File: src/design/assert_macros.svh
// Assertion helpers shared by the RTL.
`ifndef ASSERT_MACROS_SVH
`define ASSERT_MACROS_SVH

`ifndef SYNTH
// Clocked check, disabled while reset is high.
`define ASSERT_CLK(label, clk, rst, prop, msg) \
  label: assert property (@(posedge clk) disable iff (rst) prop) else $error(msg);
// Clocked check that also holds during reset.
`define ASSERT_NR(label, clk, prop, msg) \
  label: assert property (@(posedge clk) prop) else $error(msg);
`else
`define ASSERT_CLK(label, clk, rst, prop, msg)
`define ASSERT_NR(label, clk, prop, msg)
`endif

`endif

File: src/design/xyrt_pkg.sv
`timescale 1ns / 1ps
`default_nettype none

package xyrt_pkg;

  // register map
  localparam logic [2:0] REG_X0   = 3'd0;
  localparam logic [2:0] REG_Y0   = 3'd1;
  localparam logic [2:0] REG_X1   = 3'd2;
  localparam logic [2:0] REG_Y1   = 3'd3;
  localparam logic [2:0] REG_FLEN = 3'd4;

  localparam logic [15:0] RST_X0   = 16'd16384;
  localparam logic [15:0] RST_Y0   = 16'd16384;
  localparam logic [15:0] RST_X1   = 16'd49151;
  localparam logic [15:0] RST_Y1   = 16'd49151;
  localparam logic [15:0] RST_FLEN = 16'd1024;

  // segment length is frame_length / 4, fits 14 bits
  localparam int SEG_W     = 14;
  localparam int SEG_COUNT = 4;

  // x / 5 == (x * 52429) >> 18 for any 16-bit x
  localparam int          PROD_W     = 30;
  localparam logic [15:0] DIV5_MULT  = 16'd52429;
  localparam int          DIV5_SHIFT = 18;

  typedef enum logic [2:0] {
    ST_IDLE,
    ST_DIV,
    ST_DIV_FIN,
    ST_SEG,
    ST_PREP,
    ST_MUL,
    ST_DONE
  } state_t;

endpackage

`default_nettype wire

File: src/design/xy_rectangle_trace_gen_top.sv
// XY rectangle trace generator.
// Input channel (in_valid/in_ready, restart): each request yields exactly one
// XY sample on the output channel (out_valid/out_ready, x_out, y_out,
// frame_last). restart=1 recomputes the ramp steps and emits sample 0 of a
// new frame; restart=0 emits the current sample and advances one tick.
// Config channel (cfg_valid/cfg_ready, cfg_index, cfg_data) is always ready;
// write it only while no request is in flight. Unknown indexes are dropped.
// Flow: one request at a time through a single shared adder. A plain tick
// runs the segment search, then setup, the multiply over the bits of the ramp
// position (up to 14 bits) and the output load; the next request is taken
// once the block is back in idle after the result loads. A restart first adds
// two restoring divisions of a 16+FRAC_BITS-bit dividend, one per axis.
// in_ready rises again as soon as a result sits in the output register, so
// the next request is taken while that result waits. If the receiver stalls,
// the next result waits in its final state until the register is free.
// Reset: corners and frame length return to their defaults, steps clear to
// zero (flat ramps until the first restart), sample index returns to 0.
`timescale 1ns / 1ps
`default_nettype none

`include "assert_macros.svh"

module xy_rectangle_trace_gen_top
  import xyrt_pkg::*;
#(
  parameter int FRAC_BITS = 16
) (
  input  wire logic        clk,
  input  wire logic        rst,
  input  wire logic        in_valid,
  output logic             in_ready,
  input  wire logic        restart,
  output logic             out_valid,
  input  wire logic        out_ready,
  output logic [15:0]      x_out,
  output logic [15:0]      y_out,
  output logic             frame_last,
  input  wire logic        cfg_valid,
  output logic             cfg_ready,
  input  wire logic [2:0]  cfg_index,
  input  wire logic [15:0] cfg_data
);

  localparam int NW = 16 + FRAC_BITS;   // dividend / quotient width
  localparam int SW = NW + 1;           // signed step width
  // accumulator and shared adder width: a stale step times a full ramp length
  localparam int AW = FRAC_BITS + 32;
  localparam int CW = $clog2(NW + 1);

  state_t state, state_next;

  logic [15:0] corner_x0, corner_y0, corner_x1, corner_y1, frame_length;

  logic [SEG_W-1:0]  seg, dwell_r, line_r;
  logic [PROD_W-1:0] dwell_prod;
  logic [SEG_W-1:0]  dwell_c;

  logic [SW-1:0] step_x, step_y;
  logic          div_y, div_neg;
  logic [CW-1:0] div_cnt;
  logic [NW-1:0] div_num, div_quo;
  logic [SEG_W-1:0] div_rem;
  logic [SEG_W:0]   rem_sh;

  logic [15:0] from_c, to_c, mag_c;
  logic [16:0] diff_c;

  logic [15:0] sample_index, seg_rem;
  logic [2:0]  seg_num;
  logic [AW-1:0] acc, mcand;
  logic [SEG_W-1:0] k_reg;
  logic          dir_pos;

  logic [AW-1:0] alu_a, alu_b, alu_sum;
  logic          alu_cin;

  logic [15:0] ramp_c, x_c, y_c;
  logic        last_c, out_load;
  logic [SW-1:0] step_sel;
  logic [15:0]   start_sel;

  assign cfg_ready = 1'b1;

  always_ff @(posedge clk) begin
    if (rst) begin
      corner_x0    <= RST_X0;
      corner_y0    <= RST_Y0;
      corner_x1    <= RST_X1;
      corner_y1    <= RST_Y1;
      frame_length <= RST_FLEN;
    end else if (cfg_valid) begin
      case (cfg_index)
        REG_X0:   corner_x0    <= cfg_data;
        REG_Y0:   corner_y0    <= cfg_data;
        REG_X1:   corner_x1    <= cfg_data;
        REG_Y1:   corner_y1    <= cfg_data;
        REG_FLEN: frame_length <= cfg_data;
        default: ;
      endcase
    end
  end

  // segment geometry; settles well before any request can use it
  assign seg        = frame_length[15:2];
  assign dwell_prod = PROD_W'(seg) * PROD_W'(DIV5_MULT);
  assign dwell_c    = SEG_W'(dwell_prod >> DIV5_SHIFT);

  always_ff @(posedge clk) begin
    dwell_r <= dwell_c;
    line_r  <= seg - dwell_c;
  end

  // divider operand selection for the axis being loaded
  always_comb begin
    if (state == ST_IDLE) begin
      from_c = corner_x0;
      to_c   = corner_x1;
    end else begin
      from_c = corner_y0;
      to_c   = corner_y1;
    end
    diff_c = {1'b0, to_c} - {1'b0, from_c};
    mag_c  = diff_c[16] ? 16'(-diff_c) : diff_c[15:0];
  end

  assign rem_sh = {div_rem, div_num[NW-1]};

  // the one shared adder
  always_comb begin
    alu_a   = '0;
    alu_b   = '0;
    alu_cin = 1'b0;
    case (state)
      ST_DIV: begin
        alu_a   = AW'(rem_sh);
        alu_b   = ~AW'(line_r);
        alu_cin = 1'b1;
      end
      ST_DIV_FIN: begin
        alu_a   = div_neg ? ~AW'(div_quo) : AW'(div_quo);
        alu_cin = div_neg;
      end
      ST_SEG: begin
        alu_a   = AW'(seg_rem);
        alu_b   = ~AW'(seg);
        alu_cin = 1'b1;
      end
      ST_PREP: begin
        alu_a   = AW'(seg_rem);
        alu_b   = ~AW'(dwell_r);
        alu_cin = 1'b1;
      end
      ST_MUL: begin
        alu_a   = acc;
        alu_b   = dir_pos ? mcand : ~mcand;
        alu_cin = !dir_pos;
      end
      default: ;
    endcase
    alu_sum = alu_a + alu_b + AW'(alu_cin);
  end

  always_comb begin
    case (seg_num)
      3'd0: begin
        start_sel = corner_x0;
        step_sel  = step_x;
      end
      3'd1: begin
        start_sel = corner_y0;
        step_sel  = step_y;
      end
      3'd2: begin
        start_sel = corner_x1;
        step_sel  = step_x;
      end
      default: begin
        start_sel = corner_y1;
        step_sel  = step_y;
      end
    endcase
  end

  // saturate the ramp position to a DAC code
  always_comb begin
    if (acc[AW-1])
      ramp_c = '0;
    else if (|acc[AW-2:FRAC_BITS+16])
      ramp_c = 16'hFFFF;
    else
      ramp_c = acc[FRAC_BITS+15:FRAC_BITS];
  end

  always_comb begin
    case (seg_num)
      3'd0: begin
        x_c = ramp_c;
        y_c = corner_y0;
      end
      3'd1: begin
        x_c = corner_x1;
        y_c = ramp_c;
      end
      3'd2: begin
        x_c = ramp_c;
        y_c = corner_y1;
      end
      3'd3: begin
        x_c = corner_x0;
        y_c = ramp_c;
      end
      default: begin
        x_c = corner_x0;
        y_c = corner_y0;
      end
    endcase
  end

  assign last_c   = (frame_length <= 16'd1) ||
                    ({1'b0, sample_index} + 17'd1 >= {1'b0, frame_length});
  assign out_load = (state == ST_DONE) && (!out_valid || out_ready);

  always_comb begin
    state_next = state;
    in_ready   = (state == ST_IDLE);
    case (state)
      ST_IDLE: begin
        if (in_valid) state_next = restart ? ST_DIV : ST_SEG;
      end
      ST_DIV: begin
        if (div_cnt == CW'(1)) state_next = ST_DIV_FIN;
      end
      ST_DIV_FIN: begin
        state_next = div_y ? ST_SEG : ST_DIV;
      end
      ST_SEG: begin
        if (seg == '0 || seg_num == 3'(SEG_COUNT) || alu_sum[AW-1])
          state_next = ST_PREP;
      end
      ST_PREP: begin
        state_next = ST_MUL;
      end
      ST_MUL: begin
        if (k_reg == '0) state_next = ST_DONE;
      end
      ST_DONE: begin
        if (out_load) state_next = ST_IDLE;
      end
      default: state_next = ST_IDLE;
    endcase
  end

  always_ff @(posedge clk) begin
    if (rst) state <= ST_IDLE;
    else     state <= state_next;
  end

  always_ff @(posedge clk) begin
    if (rst) begin
      sample_index <= '0;
      step_x       <= '0;
      step_y       <= '0;
      seg_num      <= '0;
      out_valid    <= 1'b0;
    end else begin
      if (out_load)                    out_valid <= 1'b1;
      else if (out_valid && out_ready) out_valid <= 1'b0;
      case (state)
        ST_IDLE: begin
          if (in_valid) begin
            seg_num <= '0;
            if (restart) begin
              sample_index <= '0;
              div_y        <= 1'b0;
              div_neg      <= diff_c[16];
              div_num      <= {mag_c, {FRAC_BITS{1'b0}}};
              div_rem      <= '0;
              div_quo      <= '0;
              div_cnt      <= CW'(NW);
            end else begin
              seg_rem <= sample_index;
            end
          end
        end
        ST_DIV: begin
          div_num <= {div_num[NW-2:0], 1'b0};
          div_cnt <= div_cnt - CW'(1);
          if (!alu_sum[AW-1]) begin
            div_rem <= alu_sum[SEG_W-1:0];
            div_quo <= {div_quo[NW-2:0], 1'b1};
          end else begin
            div_rem <= rem_sh[SEG_W-1:0];
            div_quo <= {div_quo[NW-2:0], 1'b0};
          end
        end
        ST_DIV_FIN: begin
          // zero line length means a flat ramp
          if (div_y) step_y <= (line_r == '0) ? '0 : alu_sum[SW-1:0];
          else       step_x <= (line_r == '0) ? '0 : alu_sum[SW-1:0];
          if (!div_y) begin
            div_y   <= 1'b1;
            div_neg <= diff_c[16];
            div_num <= {mag_c, {FRAC_BITS{1'b0}}};
            div_rem <= '0;
            div_quo <= '0;
            div_cnt <= CW'(NW);
          end else begin
            seg_rem <= sample_index;
          end
        end
        ST_SEG: begin
          if (seg == '0 || seg_num == 3'(SEG_COUNT)) begin
            seg_num <= 3'(SEG_COUNT);
            seg_rem <= '0;
          end else if (!alu_sum[AW-1]) begin
            seg_rem <= alu_sum[15:0];
            seg_num <= seg_num + 3'd1;
          end
        end
        ST_PREP: begin
          acc     <= AW'({start_sel, {FRAC_BITS{1'b0}}});
          mcand   <= {{(AW-SW){step_sel[SW-1]}}, step_sel};
          dir_pos <= (seg_num < 3'd2);
          // dwelling or remainder: position stays at the corner
          if (seg_num == 3'(SEG_COUNT) || alu_sum[AW-1]) k_reg <= '0;
          else                                           k_reg <= alu_sum[SEG_W-1:0];
        end
        ST_MUL: begin
          if (k_reg != '0) begin
            if (k_reg[0]) acc <= alu_sum;
            mcand <= {mcand[AW-2:0], 1'b0};
            k_reg <= {1'b0, k_reg[SEG_W-1:1]};
          end
        end
        ST_DONE: begin
          if (out_load) begin
            x_out        <= x_c;
            y_out        <= y_c;
            frame_last   <= last_c;
            sample_index <= last_c ? '0 : sample_index + 16'd1;
          end
        end
        default: ;
      endcase
    end
  end

  `ASSERT_CLK(a_busy_after_accept, clk, rst, (in_valid && in_ready) |=> !in_ready,
              "in_ready high right after a request was taken")
  `ASSERT_CLK(a_wrap_on_last, clk, rst, (out_load && last_c) |=> (sample_index == '0),
              "sample index did not wrap after the last sample")
  `ASSERT_CLK(a_seg_range, clk, rst, (state == ST_PREP) |-> (seg_num <= 3'(SEG_COUNT)),
              "segment number out of range")
  `ASSERT_CLK(a_flat_step, clk, rst,
              (state == ST_DIV_FIN && !div_y && line_r == '0) |=> (step_x == '0),
              "step not zero for zero line length")

endmodule

`default_nettype wire

File: config.mk
export PLATFORM = sky130hd
export DESIGN_NAME = xy_rectangle_trace_gen_top
export DESIGN_NICKNAME = d
export VERILOG_FILES = /design/src/design/xyrt_pkg.sv /design/src/design/xy_rectangle_trace_gen_top.sv
export VERILOG_INCLUDE_DIRS = /design/src /design/src/design
export SDC_FILE = /design/constraint.sdc
export NUM_CORES = 1
export LEC_CHECK = 0
export BUFFER_PORTS_ARGS = -buffer_cell sky130_fd_sc_hd__buf_2
export CORE_MARGIN = 2
export CORE_UTILIZATION = 50
export DETAILED_ROUTE_END_ITERATION = 7
export GPL_ROUTABILITY_DRIVEN = 0
export PLACE_DENSITY = 0.68
export REMOVE_ABC_BUFFERS = 1
export SYNTH_ARGS = -nofsm -noshare
export SYNTH_HDL_FRONTEND = slang
export SYNTH_SLANG_ARGS = --single-unit
File: constraint.sdc
create_clock -name clk -period 7.3 [get_ports clk]
set_clock_uncertainty 0.1 [all_clocks]
set_input_delay 1.46 -clock clk [delete_from_list [all_inputs] [get_ports clk]]
set_output_delay 1.46 -clock clk [all_outputs]
set_load 0.005 [all_outputs]
Yosys cells after proc, flatten, opt, wreduce, memory -nomap -nowiden
Cells that the tools add are included.

Memories: 0. Register bits after elaboration: 441. Bits in latches: 0. Bits in writable memories: 0. Bits of input ports: 25. Output and inout port bits: 36. Bits in read-only memories: 0.

$add $sub $neg: 9. Order comparisons: 3. Equality and inequality tests: 27. Muxes and demuxes: 73. Shifts and indexed selects: 0. Divide/modulo/power cells: 0. Multiply operators: 1. Reduce and logical (&&, ||, !) cells: 46. Bitwise logic cells: 7.

Operators by type and width (count): 48-bit one-hot mux with 4 select lines (2); 48-bit 2-to-1 mux (5); 16-bit 2-to-1 mux (14); 32-bit 2-to-1 mux (6); 32-bit one-hot mux with 3 select lines (2); 48-bit one-hot mux with 2 select lines (2); 14-bit NOT with 48-bit output (2); 16-bit one-hot mux with 2 select lines (3); 16-bit one-hot mux with 3 select lines (2); 14-bit 2-to-1 mux (6); 33-bit 2-to-1 mux (2); 48-bit by 1-bit adder with 48-bit output (1); 48-bit adder (1); 12-bit NOT with 48-bit output (1); 32-bit NOT with 48-bit output (1); 48-bit NOT (1); 14-bit logical NOT (3); 14-bit one-hot mux with 3 select lines (1); 14-bit by 16-bit multiplier with 30-bit output, second input constant (1); 14-bit one-hot mux with 2 select lines (1); 3-bit 2-to-1 mux (8); 3-bit one-hot mux with 7 select lines (1); 2-bit inequality test, second input constant (10); 3-bit by 2-bit == test with 1-bit output, second input constant (6); 38 further kinds (84).

Logic depth before layout (Yosys ltp)
Gate-level depths: netlist (run 1).

Depth after elaboration: 8. Gate-level depth with buffers: 32.

Least setup slack after synthesis (run 1)
Ideal clock, no wire load.

Kind: input -> register. Start: input rst. End: register acc[0] (enable). Slack: -0.486 ns. Stages: 2. Data arrival time: 7.277 ns. Required time: 6.791 ns. Path buffers: 0. Cells stage by stage: nor3_1 > o21a_1.

Cells in the longest elaborated chain, start to end: 2.

Ends and longest elaborated chain: start: declaration (line xy_rectangle_trace_gen_top.sv:29) `input wire logic rst,`; 1-bit NOT (no source line); 4-bit AND reduction (no source line); end signal: assignment (line xy_rectangle_trace_gen_top.sv:321) `acc <= AW'({start_sel, {FRAC_BITS{1'b0}}});`; end signal: assignment (line xy_rectangle_trace_gen_top.sv:330) `if (k_reg[0]) acc <= alu_sum;`; end: declaration (line xy_rectangle_trace_gen_top.sv:70) `logic [AW-1:0] acc, mcand;`.

Every way passes these cells. A chain may end at the register's enable or synchronous reset.

Worst setup path in the final report (run 1)
Start: register frame_length[14]. End: register line_r[12].

Cells in the longest elaborated chain, start to end: 2.

Ends and longest elaborated chain: start: declaration (line xy_rectangle_trace_gen_top.sv:52) `logic [15:0] corner_x0, corner_y0, corner_x1, corner_y1, frame_length;`; start signal: assignment (line xy_rectangle_trace_gen_top.sv:97) `REG_FLEN: frame_length <= cfg_data;`; 14-bit by 16-bit multiplier with 30-bit output (line xy_rectangle_trace_gen_top.sv:105) `assign dwell_prod = PROD_W'(seg) * PROD_W'(DIV5_MULT);`; net dwell_prod[18] (line xy_rectangle_trace_gen_top.sv:55) `logic [PROD_W-1:0] dwell_prod;`; 14-bit by 12-bit subtractor with 14-bit output (line xy_rectangle_trace_gen_top.sv:110) `line_r <= seg - dwell_c;`; end signal: assignment (line xy_rectangle_trace_gen_top.sv:110); end: declaration (line xy_rectangle_trace_gen_top.sv:54) `logic [SEG_W-1:0] seg, dwell_r, line_r;`.

The timed path passes the listed nets, and every way through them passes these cells.

==> metrics.csv, run 1 <==
metric;value;unit
dpl.cell_count;3651;
regArea;10820;um^2
grt_max_degree;92;
utilization;56.74;%
tns;0;ns
wire_per_inst;21.25;um
period_share;98.49;%
worstSkewPairLatency;0.61;ns
syn_area;27450;um^2
core_area;54030;um^2
die-area;56780;um^2
syn_area_per_cell;9.226;um^2
crit_top_cell;fa_1;
max_freq;139.1;MHz
htreeDepth;2;
period_minus_slack;7.190;ns
worst_slack;0.1102;ns
cp.required;7.69;ns
synthArstFlopShare;0;%
seq_area_frac_synth;39.39;%
synth_cell_type_count;80;
synth-edff-count;230;
drt_iter0_drc;2318;
hold_viol;0;
cts_buffers;48;
p_per_area;236.9;nW/um^2
rows;85;
largestRegisters;acc: 48 flops, mcand: 48 flops;
start_util;50.80;%
crit_fanout;4;
grtUsageTotal;27.96;%
route.detailed.drc;0;
grt-ovfl-total;0;
dp_hpwl;56.08;mm
max_cap_viol_count;0;
ir_worst_vdd;164.3;uV
worst_ep_arrival_time;7.58;ns
layout.nets;3296;
ant_nets;0;
setup_violations;0;
drv_slew;0;
syn_inst;2975;
num_io_pins;61;
hold_class;flop to flop;
synthFlopType;edfxtp_1;
final_cells;3746;
power.total;7.262;mW
placed_area;28710;um^2
cts_num_sinks;425;
dr.pass1.iters;7;
clockBufferDepth;3;
crit_slowest_cell;fa_1;
final_common_cell;nand2_1;
port_buffers;59;
outcome;finished, final reports clean;
final_area;30660;um^2
cts_root_buffer;clkbuf_16;
max_stage_delay;0.56;ns
multi_input_area;15690;um^2
cts_tree;built;
worst_pin_slew;1.291;ns
endpoint_kind;flop;
synth_seq_cells;425;
crit_type;flop to flop;
yosysTopAreaCellShare;25.16;%
die_h;238.3;um
syn2layout_area_growth;11.69;%
antenna_found_initial;0;
synth.area.top_cells;edfxtp_1 25%, dfxtp_1 14%, ha_1 9.3%;
yosys_warnings;0;
cp_top_family;adder cells;
grt_pass1_vias;22390;
n_antenna_cell;0;
p_leak;12.83;nW
slew_headroom;13.71;%
dieWidth;238.3;um
grt_pass1_wl;124.8;mm
rsz0062_at_grt;yes;
n_fill_cell;4603;
dp_slack;-0.1370;ns
holdWs;0.3554;ns
yosys.area.top_type;edfxtp_1;
finalWirelength;79.61;mm
startpoint_type;flop;
avgViaCountPerCell;6.061;
clkTransAtPathRegs;0.06;ns
layout_common_cells;442 x nand2_1, 230 x edfxtp_1, 217 x a21oi_1, 189 x ha_1, 189 x dfxtp_1;
vias;22710;
critPathBufInv;3;
drive_gt1_share;11.15;%
-- path summary, 6_finish.rpt --
check | startpoint | end | slack (ns) | cells past startpoint
setup / recovery | frame_length[14]$_SDFFE_PP0P_ | line_r[12]$_DFF_P_ | 0.11 | 27
hold / removal | step_x[17]$_SDFFE_PP0P_ | step_x[17]$_SDFFE_PP0P_ | 0.36 | 2
setup reg to reg | frame_length[14]$_SDFFE_PP0P_ | line_r[12]$_DFF_P_ | 0.11 | 27
hold reg to reg | step_x[17]$_SDFFE_PP0P_ | step_x[17]$_SDFFE_PP0P_ | 0.36 | 2
-- synthesized netlist by cell type, types with 10 or more instances --
cell type  count
nand2b_1      16
xnor2_1       92
a22oi_1       38
nand4_1       16
a21o_1        86
inv_1        181
o221ai_1      16
fa_1          56
a31oi_1       11
ha_1         205
a222oi_1      15
a22o_1        53
and2_1        48
mux2_2        17
nand3b_1      37
a211oi_1      14
o21ai_0      165
o21a_1        15
a21oi_1      226
edfxtp_1     230
nand2_1      445
nor2b_1       18
nor4_1        15
o31ai_1       10
dfxtp_1      195
nor2_1       183
nor3_1        31
o21bai_1      24
xor2_1       101
clkbuf_1     147
buf_1         14
mux2i_1       62
a221o_1       14
nand3_1       40
and3_1        19
-- cells by family (layout without fill, tap and decap cells) --
group	after synthesis	in the layout	synth area share [%]
and+or+nand+nor	904	904	14.84
xor gates and xnor gates	193	193	6.159
AOI/OAI and AO/OA	760	760	18.13
other	1	1	0.01366
buffers and inverters	344	419	4.723
muxes	80	80	3.041
adders and majority gates	268	268	13.70
DFF	425	425	39.39
-- report_power, final --
part           internal, mW  switching, mW  total (mW)
combinational         0.712           1.27        1.98
sequential             2.71         0.0869        2.80
clock                  1.45           1.03        2.48
total                  4.88           2.39        7.26
-- what timing repair did --
action / CTS / global route
setup buffers: 0 / 5
gates resized for setup: 10 / 54
setup endpoints to repair: 4 / 5
hold buffers: 0 / 0
pin swaps: 6 / 36
-- layer usage --
metal	track usage (%)	share of wire (%)	up-vias
met1	37.66	43	11060
met3	4.512	6.8	182
li1	-	-	10570
met2	45.15	46	889
met5	0	0	-
met4	10.91	4.0	0
-- worst min-delay path, stage by stage (launching register included) --
cell     delay (ns)
dfxtp_1        0.31
nand2_1        0.05
a21oi_1        0.05
-- area by class of cell --
class	count	share of cell area [%]
multi-input cells	2206	51.18
flip-flops and latches	425	35.30
clock buffers	73	4.620
repair buffers	148	3.175
well taps	696	2.841
inverters	181	2.216
clock inverters	17	0.6612
Note: power is estimated with default switching activity, not from simulation.
==> inputs of run 2 (changes only) <==
Settings changed: PLACE_DENSITY 0.68 to 0.69.
==> run 2 against run 1 <==
  * The flow now finishes with violations (design-rule violations)
  * First-iteration DRC count is 4.1% lower
  * Worst setup slack better by 0.084 ns
  * Register-to-register slack improved by 0.08 ns
  * Critical path type unchanged
  * Largest cell class unchanged
  * Highest routed layer is now met5
==> metrics.csv, run 2 (same netlist as run 1, synthesis figures left out) <==
metric;value;unit;change
outcome;finished with violations;;was finished, final reports clean
failed_checks;design-rule violations;;
dr.pass1.iters;8;;was 7
port_buffers;59;;unchanged
startpoint_type;flop;;unchanged
vias;22960;;was 22,710
max_freq;140.7;MHz;was 139.1 MHz
grt_pass1_wl;124.1;mm;was 124.8 mm
layout_common_cells;444 x nand2_1, 230 x edfxtp_1, 218 x a21oi_1, 190 x ha_1, 189 x dfxtp_1;;was 442 x nand2_1, 230 x edfxtp_1, 217 x a21oi_1, 189 x ha_1, 189 x dfxtp_1
period_minus_slack;7.105;ns;was 7.190 ns
syn2layout_area_growth;11.87;%;was 11.69%
htreeDepth;2;;unchanged
finalWirelength;79.56;mm;was 79.61 mm
worst_ep_arrival_time;7.53;ns;was 7.58 ns
setup_violations;0;;unchanged
p_per_area;235.1;nW/um^2;was 236.9 nW/um^2
cts_buffers;47;;was 48
n_antenna_cell;0;;unchanged
wire_per_inst;21.22;um;was 21.25 um
cp.required;7.73;ns;was 7.69 ns
dp_slack;-0.06126;ns;was -0.1370 ns
clockBufferDepth;3;;unchanged
grt_max_degree;168;;was 92
crit_type;flop to flop;;unchanged
cts_tree;built;;unchanged
placed_area;28740;um^2;was 28,710 um^2
m1WireLength;33.80;mm;was 34.55 mm
layout.nets;3301;;was 3,296
grtUsageTotal;27.74;%;was 27.96%
crit_fanout;5;;was 4
ir_worst_vdd;191.3;uV;was 164.3 uV
grt_pass1_vias;22450;;was 22,390
cts_root_buffer;clkbuf_16;;unchanged
antenna_found_initial;1;;was 0
route.met3.wl;6.148;mm;was 5.437 mm
max_cap_viol_count;0;;unchanged
period_share;97.33;%;was 98.49%
power.total;7.218;mW;was 7.262 mW
worstSkewPairLatency;0.64;ns;was 0.61 ns
die_h;238.3;um;unchanged
final_common_cell;nand2_1;;unchanged
route.detailed.drc;3;;was 0
worst_pin_slew;1.126;ns;was 1.291 ns
met2_length;35.82;mm;was 36.43 mm
utilization;56.83;%;was 56.74%
num_io_pins;61;;unchanged
p_leak;12.85;nW;was 12.83 nW
worst_slack;0.1947;ns;was 0.1102 ns
top_layer;met5;;was met4
core_area;54030;um^2;unchanged
largestRegisters;acc: 48 flops, mcand: 48 flops;;unchanged
drv_slew;0;;unchanged
avgViaCountPerCell;6.123;;was 6.061
start_util;50.80;%;unchanged
rsz0062_at_grt;yes;;unchanged
final_area;30700;um^2;was 30,660 um^2
rows;85;;unchanged
endpoint_kind;flop;;unchanged
hold_viol;0;;unchanged
ant_nets;0;;unchanged
hold_class;flop to flop;;unchanged
drive_gt1_share;11.23;%;was 11.15%
grt-ovfl-total;0;;unchanged
die-area;56780;um^2;unchanged
drt_iter0_drc;2224;;was 2,318
cts_num_sinks;425;;unchanged
dieWidth;238.3;um;unchanged
clkTransAtPathRegs;0.06;ns;about the same
dp_hpwl;55.23;mm;was 56.08 mm
slew_headroom;24.63;%;was 13.71%
run 2: power breakdown:
group          total, mW  switching (mW)  internal (mW)
Sequential          2.80          0.0851           2.71
Clock               2.45            1.05           1.40
Combinational       1.98            1.26          0.717
run 2: layer usage:
layer	vias to the layer above	GRT usage (%)
li1	10600	-
met2	1026	43.98
met4	2	12.90
met3	211	4.061
met5	-	0
met1	11120	37.50
run 2: repair_timing:
item,in CTS,in global routing
hold buffers,0,0
resized for setup,8,62
setup buffers,1,8
endpoints found under the setup margin,3,5
pin swaps,3,41
run 2: path summary, 6_finish.rpt:
check	startpoint	endpoint	slack, ns	cells past startpoint
max	frame_length[14]$_SDFFE_PP0P_	line_r[11]$_DFF_P_	0.19	26
min	step_y[9]$_SDFFE_PP0P_	step_y[9]$_SDFFE_PP0P_	0.35	2
max reg2reg	frame_length[14]$_SDFFE_PP0P_	line_r[11]$_DFF_P_	0.19	26
min reg2reg	step_y[9]$_SDFFE_PP0P_	step_y[9]$_SDFFE_PP0P_	0.35	2
run 2: area by class of cell:
class | count | area (um^2)
sequential | 425 | 10830
inverter | 181 | 681.9
fill | 4668 | 23320
tap | 696 | 870.8
timing repair buffer | 154 | 1031
clock buffer | 68 | 1345
multi-input combinational | 2206 | 15720
clock inverter | 20 | 234.0
run 2: metrics by stage:
stage,TNS [ns],cells,hold slack (ns)
floorplan,-514.49,2812,0.3268
global placement,0,3653,0.3401
detailed placement,-0.1492,3653,0.3470
CTS,0,3742,0.3553
global route,-0.1515,3750,0.3736
finish,0,3750,0.3527
run 2: worst max-delay path: stages, from the launching register on:
cell     delay [ns]
dfxtp_4        0.38
inv_4          0.05
ha_4           0.26
inv_2          0.04
fa_2           0.60
fa_1           0.46
fa_1           0.54
inv_2          0.04
fa_1           0.52
inv_2          0.05
fa_1           0.49
inv_2          0.05
ha_4           0.28
nand4_1        0.13
or4_4          0.46
o32a_4         0.43
nand2_1        0.10
xnor2_1        0.15
inv_1          0.12
maj3_1         0.38
a221o_1        0.31
a41o_1         0.23
a21oi_1        0.18
maj3_2         0.27
or2_1          0.13
a31oi_2        0.10
xnor2_1        0.14
